--- src/rtl/nfba_pkg.sv ---
package nfba_pkg;

  localparam int DEF_MAX_BLOCKS = 2048;

  localparam int CFG_W = 12;
  localparam int IDX_W = 11;
  localparam int CNT_W = 12;
  localparam int OP_W  = 2;
  localparam int ST_W  = 2;

  localparam logic [CFG_W-1:0] RESET_BLOCKS = 12'd1760;

  // blocks 0 and 1 are never handed out
  localparam int RSV_BLOCKS = 2;
  localparam int MIN_VOLUME = 3;

  // map row width
  localparam int WORD_W = 32;
  localparam int BIT_W  = 5;

  localparam int IN_DATA_W  = 24;
  localparam int OUT_DATA_W = 32;

  localparam logic [OP_W-1:0] OP_ALLOC = 2'd0;
  localparam logic [OP_W-1:0] OP_FREE  = 2'd1;
  localparam logic [OP_W-1:0] OP_QUERY = 2'd2;
  localparam logic [OP_W-1:0] OP_CHECK = 2'd3;

  localparam logic [ST_W-1:0] ST_OK      = 2'd0;
  localparam logic [ST_W-1:0] ST_NOSPACE = 2'd1;
  localparam logic [ST_W-1:0] ST_RANGE   = 2'd2;

  typedef struct packed {
    logic latch;
    logic idx_read;
    logic scan_init;
    logic scan_read;
    logic fin_direct;
    logic fin_word;
    logic fin_hit;
    logic fin_miss;
    logic out_load;
  } nfba_cmd_t;

  typedef struct packed {
    logic [OP_W-1:0] op;
    logic            idx_ok;
    logic            data_valid;
    logic            scan_hit;
    logic            scan_done;
  } nfba_stat_t;

  // last member sits in the lowest bits
  typedef struct packed {
    logic             enough_free;
    logic [CNT_W-1:0] free_total;
    logic             block_is_free;
    logic [ST_W-1:0]  status;
    logic [IDX_W-1:0] granted_block;
  } nfba_res_t;

endpackage

--- src/rtl/nfba_ctrl.sv ---
module nfba_ctrl import nfba_pkg::*; (
  input  logic       clk,
  input  logic       rst,
  input  logic       in_valid,
  output logic       in_ready,
  input  logic       out_ready,
  output logic       out_valid,
  input  nfba_stat_t stat,
  output nfba_cmd_t  cmd
);

  localparam logic [2:0] S_IDLE   = 3'd0;
  localparam logic [2:0] S_DECIDE = 3'd1;
  localparam logic [2:0] S_EVAL   = 3'd2;
  localparam logic [2:0] S_SCAN   = 3'd3;
  localparam logic [2:0] S_PUSH   = 3'd4;

  logic [2:0] state;
  logic [2:0] state_next;

  always_comb begin
    cmd        = '0;
    state_next = state;
    in_ready   = (state == S_IDLE);
    unique case (state)
      S_IDLE: begin
        if (in_valid) begin
          cmd.latch  = 1'b1;
          state_next = S_DECIDE;
        end
      end
      S_DECIDE: begin
        priority if (stat.op == OP_ALLOC) begin
          cmd.scan_init = 1'b1;
          state_next    = S_SCAN;
        end else if (stat.op == OP_CHECK || !stat.idx_ok) begin
          cmd.fin_direct = 1'b1;
          state_next     = S_PUSH;
        end else begin
          cmd.idx_read = 1'b1;
          state_next   = S_EVAL;
        end
      end
      S_EVAL: begin
        cmd.fin_word = 1'b1;
        state_next   = S_PUSH;
      end
      S_SCAN: begin
        priority if (stat.scan_hit) begin
          cmd.fin_hit = 1'b1;
          state_next  = S_PUSH;
        end else if (stat.scan_done && !stat.data_valid) begin
          cmd.fin_miss = 1'b1;
          state_next   = S_PUSH;
        end else begin
          // keep one row read in flight per cycle
          cmd.scan_read = !stat.scan_done;
        end
      end
      S_PUSH: begin
        if (!out_valid || out_ready) begin
          cmd.out_load = 1'b1;
          state_next   = S_IDLE;
        end
      end
      default: state_next = S_IDLE;
    endcase
  end

  always_ff @(posedge clk) begin
    if (rst) begin
      state     <= S_IDLE;
      out_valid <= 1'b0;
    end else begin
      state <= state_next;
      if (cmd.out_load) begin
        out_valid <= 1'b1;
      end else if (out_ready) begin
        out_valid <= 1'b0;
      end
    end
  end

endmodule

--- src/rtl/nfba_datapath.sv ---
module nfba_datapath import nfba_pkg::*; #(
  parameter int MAX_BLOCKS = DEF_MAX_BLOCKS
) (
  input  logic             clk,
  input  logic             rst,
  input  logic             cfg_valid,
  input  logic [CFG_W-1:0] cfg_data,
  input  logic [OP_W-1:0]  in_op,
  input  logic [IDX_W-1:0] in_idx,
  input  logic [CNT_W-1:0] in_wanted,
  input  nfba_cmd_t        cmd,
  output nfba_stat_t       stat,
  output nfba_res_t        out_res
);

  localparam int NUM_WORDS = (MAX_BLOCKS + WORD_W - 1) / WORD_W;
  localparam int WA_W      = (NUM_WORDS > 1) ? $clog2(NUM_WORDS) : 1;
  localparam int ROWS      = 2 ** WA_W;
  localparam int PTR_W     = WA_W + BIT_W;
  localparam int VIS_W     = WA_W + 1;

  function automatic logic [CFG_W-1:0] sat_volume(input logic [CFG_W-1:0] v);
    logic [CFG_W-1:0] r;
    r = v;
    if (32'(v) > MAX_BLOCKS) begin
      r = CFG_W'(MAX_BLOCKS);
    end else if (32'(v) < MIN_VOLUME) begin
      r = CFG_W'(MIN_VOLUME);
    end
    return r;
  endfunction

  // contents of a row that has not been written since format
  function automatic logic [WORD_W-1:0] reset_word(input logic [WA_W-1:0] row,
                                                   input logic [CFG_W-1:0] vol);
    logic [WORD_W-1:0] w;
    logic [PTR_W-1:0]  b;
    w = '0;
    for (int j = 0; j < WORD_W; j++) begin
      b    = {row, BIT_W'(j)};
      w[j] = (32'(b) >= RSV_BLOCKS) && (32'(b) < 32'(vol));
    end
    return w;
  endfunction

  logic [CFG_W-1:0]  volume;
  logic [PTR_W-1:0]  ptr;
  logic [CNT_W-1:0]  free_cnt;
  logic [ROWS-1:0]   row_valid;
  logic [WORD_W-1:0] mem [ROWS];
  logic [WORD_W-1:0] mem_q;
  logic              vld_q;
  logic [WA_W-1:0]   row_q;
  logic              first_q;
  logic              dv_q;
  logic [OP_W-1:0]   op_q;
  logic [IDX_W-1:0]  idx_q;
  logic [CNT_W-1:0]  wanted_q;
  logic [WA_W-1:0]   rd_row;
  logic [VIS_W-1:0]  visits;
  nfba_res_t         res_q;

  logic [CFG_W-1:0]  vol_cfg;
  logic [WORD_W-1:0] eff_word;
  logic [WORD_W-1:0] scan_mask;
  logic [WORD_W-1:0] cand;
  logic [BIT_W-1:0]  pos;
  logic [PTR_W-1:0]  found;
  logic [PTR_W-1:0]  found_next;
  logic [PTR_W-1:0]  idx_blk;
  logic [PTR_W-1:0]  vol_m1;
  logic [WA_W-1:0]   last_row;
  logic [VIS_W-1:0]  visit_total;
  logic              idx_ok;
  logic              free_do;
  logic              wr_en;
  logic [WORD_W-1:0] wr_data;
  logic              rd_en;
  logic [WA_W-1:0]   rd_addr;
  nfba_res_t         res_next;

  assign vol_cfg     = sat_volume(cfg_data);
  assign eff_word    = vld_q ? mem_q : reset_word(row_q, volume);
  assign scan_mask   = first_q ? ({WORD_W{1'b1}} << ptr[BIT_W-1:0]) : {WORD_W{1'b1}};
  assign cand        = eff_word & scan_mask;
  assign found       = {row_q, pos};
  assign found_next  = (32'(found) + 32'd1 < 32'(volume)) ? found + PTR_W'(1) : '0;
  assign idx_blk     = PTR_W'(idx_q);
  assign idx_ok      = 32'(idx_q) < 32'(volume);
  assign vol_m1      = PTR_W'(32'(volume) - 32'd1);
  assign last_row    = vol_m1[PTR_W-1:BIT_W];
  assign visit_total = VIS_W'(last_row) + VIS_W'(2);

  // lowest free bit of the row under inspection
  always_comb begin
    pos = '0;
    for (int j = WORD_W - 1; j >= 0; j--) begin
      if (cand[j]) begin
        pos = BIT_W'(j);
      end
    end
  end

  assign free_do = cmd.fin_word && (op_q == OP_FREE) && (32'(idx_q) >= RSV_BLOCKS)
                   && !eff_word[idx_blk[BIT_W-1:0]];
  assign wr_en   = cmd.fin_hit || free_do;
  assign wr_data = cmd.fin_hit ? (eff_word & ~(WORD_W'(1) << pos))
                               : (eff_word | (WORD_W'(1) << idx_blk[BIT_W-1:0]));
  assign rd_en   = cmd.idx_read || cmd.scan_read;
  assign rd_addr = cmd.scan_read ? rd_row : idx_blk[PTR_W-1:BIT_W];

  always_comb begin
    stat.op         = op_q;
    stat.idx_ok     = idx_ok;
    stat.data_valid = dv_q;
    stat.scan_hit   = dv_q && (|cand);
    stat.scan_done  = (visits == visit_total);
  end

  always_comb begin
    res_next               = '0;
    res_next.free_total    = free_cnt;
    if (cmd.fin_hit) begin
      res_next.granted_block = IDX_W'(found);
      res_next.free_total    = free_cnt - CNT_W'(1);
    end else if (cmd.fin_miss) begin
      res_next.status = ST_NOSPACE;
    end else if (cmd.fin_word) begin
      res_next.block_is_free = (op_q == OP_QUERY) && (32'(idx_q) >= RSV_BLOCKS)
                               && eff_word[idx_blk[BIT_W-1:0]];
      if (free_do) begin
        res_next.free_total = free_cnt + CNT_W'(1);
      end
    end else if (op_q == OP_CHECK) begin
      res_next.enough_free = (wanted_q <= free_cnt);
    end else begin
      res_next.status = ST_RANGE;
    end
  end

  always_ff @(posedge clk) begin
    if (rst) begin
      volume    <= sat_volume(RESET_BLOCKS);
      ptr       <= '0;
      free_cnt  <= CNT_W'(sat_volume(RESET_BLOCKS)) - CNT_W'(RSV_BLOCKS);
      row_valid <= '0;
      dv_q      <= 1'b0;
    end else begin
      dv_q <= rd_en;
      if (cfg_valid) begin
        // reformat: unwritten rows read back as their reset pattern
        volume    <= vol_cfg;
        ptr       <= '0;
        free_cnt  <= CNT_W'(vol_cfg) - CNT_W'(RSV_BLOCKS);
        row_valid <= '0;
      end else begin
        if (wr_en) begin
          row_valid[row_q] <= 1'b1;
        end
        if (cmd.fin_hit) begin
          ptr      <= found_next;
          free_cnt <= free_cnt - CNT_W'(1);
        end else if (free_do) begin
          free_cnt <= free_cnt + CNT_W'(1);
        end
      end
    end
  end

  always_ff @(posedge clk) begin
    if (wr_en) begin
      mem[row_q] <= wr_data;
    end
    if (rd_en) begin
      mem_q <= mem[rd_addr];
    end
  end

  always_ff @(posedge clk) begin
    if (cmd.latch) begin
      op_q     <= in_op;
      idx_q    <= in_idx;
      wanted_q <= in_wanted;
    end
    if (rd_en) begin
      vld_q   <= row_valid[rd_addr];
      row_q   <= rd_addr;
      first_q <= cmd.scan_read && (visits == '0);
    end
    if (cmd.scan_init) begin
      rd_row <= ptr[PTR_W-1:BIT_W];
      visits <= '0;
    end else if (cmd.scan_read) begin
      rd_row <= (rd_row == last_row) ? '0 : rd_row + WA_W'(1);
      visits <= visits + VIS_W'(1);
    end
    if (cmd.fin_direct || cmd.fin_word || cmd.fin_hit || cmd.fin_miss) begin
      res_q <= res_next;
    end
    if (cmd.out_load) begin
      out_res <= res_q;
    end
  end

endmodule

--- src/rtl/next_fit_block_allocator_core.sv ---
// next-fit block allocator over a bitmap of storage blocks
// s_axis carries one operation per beat: tuser is the op code, tdata holds the
// block index and the wanted count. m_axis returns exactly one result beat per
// operation, in order. cfg_data sets the volume size; a write reformats the
// volume (all blocks free except 0 and 1, pointer back to 0) and is always
// taken; the user must write it only while no operation is in progress, which
// the block itself does not enforce. check and out-of-range free/query go
// from the decide state straight to the push state; free/query first read and
// evaluate the index's map row; allocate scans map rows from the pointer's row
// until it finds a free block, and reports out of space after visiting every
// row once and the starting row again. the scan reads one 32-bit row of the
// map per cycle from a memory with one read port, which sets the allocate time.
// one operation is worked on at a time; s_axis_tready returns the cycle after
// the result enters the output register, so a new beat is accepted while the
// previous result still waits on a stalled m_axis. a stalled receiver holds
// the next result in the block until the output register frees up.
// reset restores the default volume of 1760 blocks with no clearing pass.
module next_fit_block_allocator_core import nfba_pkg::*; #(
  parameter int MAX_BLOCKS = DEF_MAX_BLOCKS
) (
  input  logic                  clk,
  input  logic                  rst,
  input  logic                  s_axis_tvalid,
  output logic                  s_axis_tready,
  // block_index[10:0], wanted_count[22:11], zero fill
  input  logic [IN_DATA_W-1:0]  s_axis_tdata,
  // op[1:0]
  input  logic [OP_W-1:0]       s_axis_tuser,
  output logic                  m_axis_tvalid,
  input  logic                  m_axis_tready,
  // granted_block[10:0], status[12:11], block_is_free[13], free_total[25:14],
  // enough_free[26], zero fill
  output logic [OUT_DATA_W-1:0] m_axis_tdata,
  input  logic                  cfg_valid,
  output logic                  cfg_ready,
  input  logic [CFG_W-1:0]      cfg_data
);

  nfba_cmd_t  cmd;
  nfba_stat_t stat;
  nfba_res_t  out_res;

  assign cfg_ready    = 1'b1;
  assign m_axis_tdata = OUT_DATA_W'(out_res);

  nfba_ctrl u_ctrl (
    .clk       (clk),
    .rst       (rst),
    .in_valid  (s_axis_tvalid),
    .in_ready  (s_axis_tready),
    .out_ready (m_axis_tready),
    .out_valid (m_axis_tvalid),
    .stat      (stat),
    .cmd       (cmd)
  );

  nfba_datapath #(
    .MAX_BLOCKS (MAX_BLOCKS)
  ) u_datapath (
    .clk       (clk),
    .rst       (rst),
    .cfg_valid (cfg_valid),
    .cfg_data  (cfg_data),
    .in_op     (s_axis_tuser),
    .in_idx    (s_axis_tdata[IDX_W-1:0]),
    .in_wanted (s_axis_tdata[IDX_W+CNT_W-1:IDX_W]),
    .cmd       (cmd),
    .stat      (stat),
    .out_res   (out_res)
  );

  a_one_at_a_time: assert property (@(posedge clk) disable iff (rst)
    (s_axis_tvalid && s_axis_tready) |=> !s_axis_tready)
    else $error("new operation taken while one is in progress");

  a_no_overwrite: assert property (@(posedge clk) disable iff (rst)
    cmd.out_load |-> (!m_axis_tvalid || m_axis_tready))
    else $error("result register overwritten before it was taken");

  a_hit_stops_scan: assert property (@(posedge clk) disable iff (rst)
    cmd.fin_hit |-> (!cmd.scan_read && !cmd.idx_read))
    else $error("map read issued on the cycle of a grant");

  a_nospace_no_grant: assert property (@(posedge clk) disable iff (rst)
    (m_axis_tvalid && out_res.status == ST_NOSPACE) |-> (out_res.granted_block == '0))
    else $error("block granted with out-of-space status");

endmodule
--- config.mk ---
export PLATFORM = sky130hd
export DESIGN_NAME = next_fit_block_allocator_core
export DESIGN_NICKNAME = d
export VERILOG_FILES = /design/src/rtl/nfba_pkg.sv /design/src/rtl/nfba_ctrl.sv /design/src/rtl/nfba_datapath.sv /design/src/rtl/next_fit_block_allocator_core.sv
export SDC_FILE = /design/constraint.sdc
export NUM_CORES = 2
export LEC_CHECK = 0
export BUFFER_PORTS_ARGS = -buffer_cell sky130_fd_sc_hd__buf_2
export CAP_MARGIN = 20
export CORE_ASPECT_RATIO = 1.75
export CORE_UTILIZATION = 55
export DETAILED_ROUTE_END_ITERATION = 8
export GPL_ROUTABILITY_DRIVEN = 0
export PLACE_DENSITY = 0.71
export SLEW_MARGIN = 5
export SYNTH_ARGS = -nofsm -noshare
export SYNTH_HDL_FRONTEND = slang
export SYNTH_SLANG_ARGS = --single-unit
--- constraint.sdc ---
create_clock -name clk -period 24.2 [get_ports clk]
set_clock_uncertainty 0.15 [all_clocks]
set_input_delay 1.21 -clock clk [delete_from_list [all_inputs] [get_ports clk]]
set_output_delay 1.21 -clock clk [all_outputs]
set_load 0.03 [all_outputs]
Word-level counts from Yosys, hierarchy flattened
Memories as Yosys holds them, arrays and structs flattened. A register that Yosys moved wholly into a read port is not among the register bits.
Index checks and enable logic that the tools add are counted.
- RAM bits: 2048
- input port bits: 43
- memories: 1
- register bits: 204
- logic and storage cells: 223
- output and inout port bits: 35
- eq/ne operators: 12
- $lt $le $gt $ge: 44
- add/sub/neg operators: 9
- bitwise logic cells: 7
- mux-type cells: 87
- reduce and logical (&&, ||, !) cells: 34
- shifts and indexed selects: 3
- memories (name ; depth ; width ; rd ports ; clocked after memory_dff ; write ports ; RTL line ; text):
    u_datapath.mem ; 64 ; 32 ; 1 ; 1 ; 1 ; nfba_datapath.sv:50 ; logic [WORD_W-1:0] mem [ROWS];
- operator list (kind ; number):
    less-than comparator 11 x 12 -> 1 bit ; 33
    two-way mux 5 bit ; 32
    two-way mux 32 bit ; 3
    two-way mux 12 bit ; 6
    AND 32 bit ; 2
    OR 64 bit ; 1
    left shift 1 x 5 -> 32 bit, first input constant ; 2
    >= comparator 11 x 2 -> 1 bit, second input constant ; 3
    inverter 32 bit ; 1
    OR 32 bit ; 1
    OR reduction 32 bit ; 1
    left shift 32 x 5 -> 32 bit, first input constant ; 1
    two-way mux 1 bit ; 26
    two-way mux 13 bit ; 2
    two-way mux 6 bit ; 4
    two-way mux 3 bit ; 6
    one-hot mux 3 bit (5 select lines) ; 1
    less-than comparator 6 x 7 -> 1 bit, second input constant ; 2
    adder 11 x 1 -> 12 bit, second input constant ; 1
    adder 12 x 1 -> 12 bit, second input constant ; 1
    greater-than comparator 12 bit, second input constant ; 1
    <= comparator 12 bit ; 1
    less-than comparator 12 bit ; 1
    less-than comparator 12 x 2 -> 1 bit, second input constant ; 1
    36 further kinds ; 63

Depth between registers and ports, before layout
- depth in word-level cells: 40
- gate-level depth with buffers: 33
- gate-level depth less buffers: 30

By module
Synthesis repeated with hierarchy kept, for this count alone.
- cell total of the unflattened synthesis: 7702
- area total of the unflattened synthesis: 94580.7 µm²
- modules (own cells, without submodules) (module ; cells each ; times used ; seq. area each (µm²) ; area each (µm²)):
    nfba_datapath ; 7653 ; 1 ; 67394.6 ; 94206.6
    nfba_ctrl ; 41 ; 1 ; 80.1 ; 321.6
    next_fit_block_allocator_core ; 8 ; 1 ; 0.0 ; 52.6

Worst setup path after synthesis
No wires, ideal clock.
- path type: register -> register
- start: reg u_datapath.volume[9]
- end: mem u_datapath.mem[32][0], enable pin
- cell stages (with the launch flop): 19
- arrival time: 7.276 ns
- required time: 23.545 ns
- path buffers: 5
- setup slack: 16.269 ns
- setup time: 0.505 ns
- period minus slack after synthesis: 7.931 ns
- cells stage by stage: dfxtp_1 -> clkbuf_1 -> inv_1 -> ha_1 -> nand4b_1 -> buf_2 -> buf_1 -> clkbuf_1 -> or2_2 -> nor2_1 -> o21ai_0 -> mux4_2 -> mux4_2 -> mux2i_1 -> and4b_1 -> or2_2 -> clkbuf_1 -> nand2_1 -> nor4_1
- longest elaborated chain between the ends: 11
- elaborated cells between the ends (all ways): 47
- classes of those cells: 32 x order compare; 7 x mux; 1 x bitwise; 7 x reduce/logical
- RTL lines (what ; RTL line ; text):
    start: declaration ; nfba_datapath.sv:46 ; logic [CFG_W-1:0] volume;
    start signal: assignment ; nfba_datapath.sv:143 ; volume <= sat_volume(RESET_BLOCKS);
    start signal: assignment ; nfba_datapath.sv:152 ; volume <= vol_cfg;
    less-than comparator 11 x 12 -> 1 bit ; nfba_datapath.sv:41 ; w[j] = (32'(b) >= RSV_BLOCKS) && (32'(b) < 32'(vol));
    logical AND 1 bit ; nfba_datapath.sv:41 ;
    two-way mux 32 bit * ; nfba_datapath.sv:83 ; assign eff_word = vld_q ? mem_q : reset_word(row_q, volume);
    AND 32 bit ; nfba_datapath.sv:85 ; assign cand = eff_word & scan_mask;
    OR reduction 32 bit ; nfba_datapath.sv:116 ; stat.scan_hit = dv_q && (|cand);
    logical AND 1 bit ; nfba_datapath.sv:116 ;
    two-way mux 1 bit ; nfba_ctrl.sv:49 ; priority if (stat.scan_hit) begin
    two-way mux 2 bit ; nfba_ctrl.sv:25 ; unique case (state)
    logical OR 1 bit * ; nfba_datapath.sv:106 ; assign wr_en = cmd.fin_hit || free_do;
    two-way mux 1 bit * ; nfba_datapath.sv:171 ; if (wr_en) begin
    two-way mux 1 bit (implied by the code) * ; nfba_datapath.sv:172 ; mem[row_q] <= wr_data;
    end: declaration ; nfba_datapath.sv:50 ;
Every way passes the cells marked *; elsewhere a longest branch is shown, timed or not. The select of a mux whose other input is x is not followed.

Worst setup path after layout
- start: reg u_datapath.row_q[0]
- end: reg u_datapath.mem_q[14] (read register of u_datapath.mem), data pin
- longest elaborated chain between the ends: 9
- elaborated cells between the ends (all ways): 44
- classes of those cells: 34 x order compare; 4 x mux; 1 x bitwise; 5 x reduce/logical
- RTL lines (what ; RTL line ; text):
    start: declaration ; nfba_datapath.sv:53 ; logic [WA_W-1:0] row_q;
    start signal: assignment ; nfba_datapath.sv:187 ; row_q <= rd_addr;
    less-than comparator 11 x 12 -> 1 bit / >= comparator 11 x 2 -> 1 bit (equally long branches) ; nfba_datapath.sv:41 ;
    logical AND 1 bit ; nfba_datapath.sv:41 ;
    two-way mux 32 bit * ; nfba_datapath.sv:83 ;
    AND 32 bit * ; nfba_datapath.sv:85 ;
    OR reduction 32 bit * ; nfba_datapath.sv:116 ;
    logical AND 1 bit * ; nfba_datapath.sv:116 ;
    two-way mux 1 bit * ; nfba_ctrl.sv:49 ;
    two-way mux 1 bit * ; nfba_ctrl.sv:25 ;
    two-way mux 6 bit / logical OR 1 bit (equally long branches) ; nfba_datapath.sv:110, nfba_datapath.sv:109 ;
    end: declaration ; nfba_datapath.sv:51 ; logic [WORD_W-1:0] mem_q;
Every way passes the cells marked *; elsewhere a longest branch is shown, timed or not.
A chain may end at the register's enable or synchronous reset.

==> metrics.txt <==
DR vias=63200; synth warn=0; wire per inst=~29 um; clock slew at reported path FFs=0.08 ns; # port buffers=70; DR pass1 iterations=8; total wire length=279 mm; most frequent cells in the layout=edfxtp_1, nand2_1, nand3_1; Crit Path Class=register to register; Final Max Slew Viols=0; DRC Markers=0; pre-CTS setup slack=13.82 ns; sequential share of the synthesized area=between 70% and 80%; Post-synth ARST share=0%; vias in the first global route=61700; leading cell type in the layout, fill and taps excluded=edfxtp_1; Filler cells=roughly 12000; first-pass GRT wire length=401 mm; cts bufs inserted=a little under 200; Mapped Area=93900 um^2; final design utilization=61.1%; CP arrival=~11 ns; total congestion overflow=0; row cnt=200; RSZ-0062 raised after global routing=false; Startpoint Class=register; half-perimeter wire length after placement=159 mm; clock buffer depth=4; starting density of the core=55.3%; max_slew headroom=11.9%; FF-to-FF End=u_datapath.mem_q[14]$_DFFE_PP_; slew of the pin with the lowest slew margin=1.32 ns; die footprint=172000 um^2; Final period util=44.4%; Synth Area in Compound Gates=7.01%; largest net degree at the start of global routing=186; CTS tree=done; worst hold slack=0.260 ns; Vias/cell=6.54; reg2reg start=u_datapath.row_q[0]$_DFFE_PP_; Post-CTS Setup Inserts=0; post-synthesis mux area share=around 2.8%; Syn Inst Count=~7300; R2R depth=22; # nets final=7385; Setup WS post-layout=approximately 13 ns; Avg Cell Area, Syn=12.9 um^2; Post-synth top flop=edfxtp_1; Setup violations, final=0; fmax=93.1 MHz; layout cells sized above 1=9.33%; Hold WC Path Type=register to register; Post-Synth XOR/XNOR Area=0.453%; DRT antenna net count=0; Final TNS setup=0 ns; total core area=approximately 170000 um^2; post-cts resize count=0; Synth Area in Simple Gates=14.6%; Distinct cells, synth=just over 90; crit-path max FO=131; initial antenna violation count=12; largest family of logic cells by synthesized area=simple AND/OR/NAND/NOR gates; status=finished, final reports clean; Max Cap Violations=0; leakage power=about 35 nW; R2R setup slack=13.45 ns; count of flip-flops with a built-in enable after synthesis=2173; CP endpoint=u_datapath.mem_q[14]$_DFFE_PP_; Iteration-0 DRC Markers=8755; post-route minimum period=around 11 ns; critical path launch point=u_datapath.row_q[0]$_DFFE_PP_; Die X=314 um; gr usage total=between 30% and 40%; Root Buffer=clkbuf_16; PwrDens=104 nW/um^2; CP Capture Type=register; die height=548 um; CTS sink count=2284; Synth Area in Adders=0.707%; maximum VDD drop=0.0810 mV; number of top-level pins=78; Hold-fix buffers, CTS=0; P&R area growth vs syn=10.4%; worst skew pair latency=0.85 ns; Fin. Hold Viols=0; required time of the critical path=24.57 ns; Max H-tree Level=4; flops & latches, synth=2284
==> synthesized netlist by cell type (12+ instances only) <==
cell | count | area, um^2
o22ai_1 | 45 | 282
a32oi_1 | 27 | 236
o41ai_1 | 13 | 114
a221oi_1 | 38 | 333
nand4_1 | 53 | 332
nor2b_1 | 15 | 93.8
xor2_1 | 17 | 149
o21ai_0 | 79 | 395
buf_1 | 22 | 82.6
clkbuf_1 | 218 | 818
buf_4 | 38 | 285
nor3_1 | 67 | 335
mux2i_1 | 243 | 2430
a311oi_1 | 85 | 744
o31ai_1 | 24 | 180
and2_1 | 21 | 131
xnor2_1 | 29 | 254
inv_1 | 52 | 195
a22oi_1 | 12 | 90.1
nand3_1 | 691 | 3460
nand2_1 | 1785 | 6700
a31oi_1 | 103 | 644
edfxtp_1 | 2173 | 65300
buf_2 | 183 | 916
nor2_1 | 316 | 1190
and3_1 | 79 | 494
dfxtp_1 | 111 | 2220
nand2b_1 | 18 | 113
nor4_1 | 37 | 231
ha_1 | 53 | 663
a211o_1 | 15 | 131
a222oi_1 | 12 | 120
o211ai_1 | 21 | 158
and4b_1 | 13 | 130
a21oi_1 | 310 | 1550
a21o_1 | 28 | 210
a211oi_1 | 27 | 203
o221ai_1 | 36 | 315
==> final cells by class <==
cell class / instances / area, um^2 / area share [%]
Sequential cell: 2284 / 67500 / 65.1
Multi-Input combinational cell: 4485 / 25100 / 24.2
Clock buffer: 234 / 5060 / 4.88
Tap cell: 2222 / 2780 / 2.68
Timing Repair Buffer: 267 / 1940 / 1.88
Clock inverter: 107 / 1040 / 1.00
Inverter: 58 / 233 / 0.225
Antenna cell: 7 / 17.5 / 0.0169
==> power breakdown <==
part | switching, mW | internal, mW | total (mW) | leakage (nW)
Sequential | 0.0752 | 4.83 | 4.90 | 20.4
Clock | 1.39 | 1.68 | 3.07 | 2.96
Combinational | 2.10 | 0.673 | 2.77 | 11.9
==> registers in the layout, summed over array words and instances (netlist names), 7 cells and up <==
signal	count
u_datapath.visits	7
u_datapath.volume	12
u_datapath.row_valid	64
u_datapath.mem	2048
u_datapath.free_cnt	12
u_datapath.ptr	11
u_datapath.idx_blk	11
u_datapath.res_q	27
u_datapath.wanted_q	12
u_datapath.out_res	27
u_datapath.mem_q	32
==> worst min path at each step <==
stage	start	to	depth (start not counted)
3_3_place_gp	u_datapath.res_q[26]$_SDFFCE_PP0P_	u_datapath.out_res[26]$_DFFE_PP_	0
2_1_floorplan	u_datapath.res_q[0]$_SDFFCE_PN0P_	u_datapath.out_res[0]$_DFFE_PP_	0
6_report	u_datapath.res_q[15]$_DFFE_PP_	u_datapath.out_res[15]$_DFFE_PP_	0
5_1_grt	u_datapath.res_q[15]$_DFFE_PP_	u_datapath.out_res[15]$_DFFE_PP_	0
4_1_cts	u_datapath.res_q[15]$_DFFE_PP_	u_datapath.out_res[15]$_DFFE_PP_	0
3_5_place_dp	u_datapath.res_q[24]$_DFFE_PP_	u_datapath.out_res[24]$_DFFE_PP_	0
==> critical path, stage by stage, from the launching register on <==
cell and delay [ns]:
edfxtp_1 0.33, buf_4 0.26, inv_1 0.26, ha_1 0.43, nand4_1 0.54, a2111oi_1 0.75, o22ai_1 0.26, a222oi_1 0.42
or4b_1 0.69, o41ai_4 0.82, and2_1 0.31, mux2i_4 0.08, buf_4 0.34, inv_8 0.69, buf_4 0.56, buf_12 0.51
buf_4 0.72, buf_4 0.78, nand3_1 0.15, nand3_1 0.14, nand3_1 0.08, a21oi_1 0.73, a211oi_1 0.14
==> cell families after synthesis <==
| logic type | Yosys count |
|---|---|
| other | 2 |
| adders and majority gates | 53 |
| DFF | 2284 |
| and+or+nand+nor | 3152 |
| muxes | 255 |
| xor gates and xnor gates | 47 |
| buffers and inverters | 524 |
| AOI/OAI and AO/OA | 972 |
==> metrics by stage <==
stage                     instance area [um^2]  std cells  power, mW
final                                   104000       9664       10.7
after CTS                               104000       9654       10.7
after detailed placement                 97500       9313       7.66
after global routing                    104000       9658       11.0
after global placement                   97500       9313       7.58
after floorplan                          93900       7293       6.61
==> per-layer routing <==
layer | GRT usage (%) | share of wire (%) | up-vias | wire, um
li1 | - | - | 27000 | -
met1 | 37.2 | 33 | 31300 | 93000
met2 | 51.7 | 48 | 3841 | 133000
met3 | 6.72 | 10 | 1072 | 28200
met4 | 24.6 | 8.9 | 8 | 24900
met5 | 0 | 0.019 | - | 52
Power figures use the tool's default switching activity.
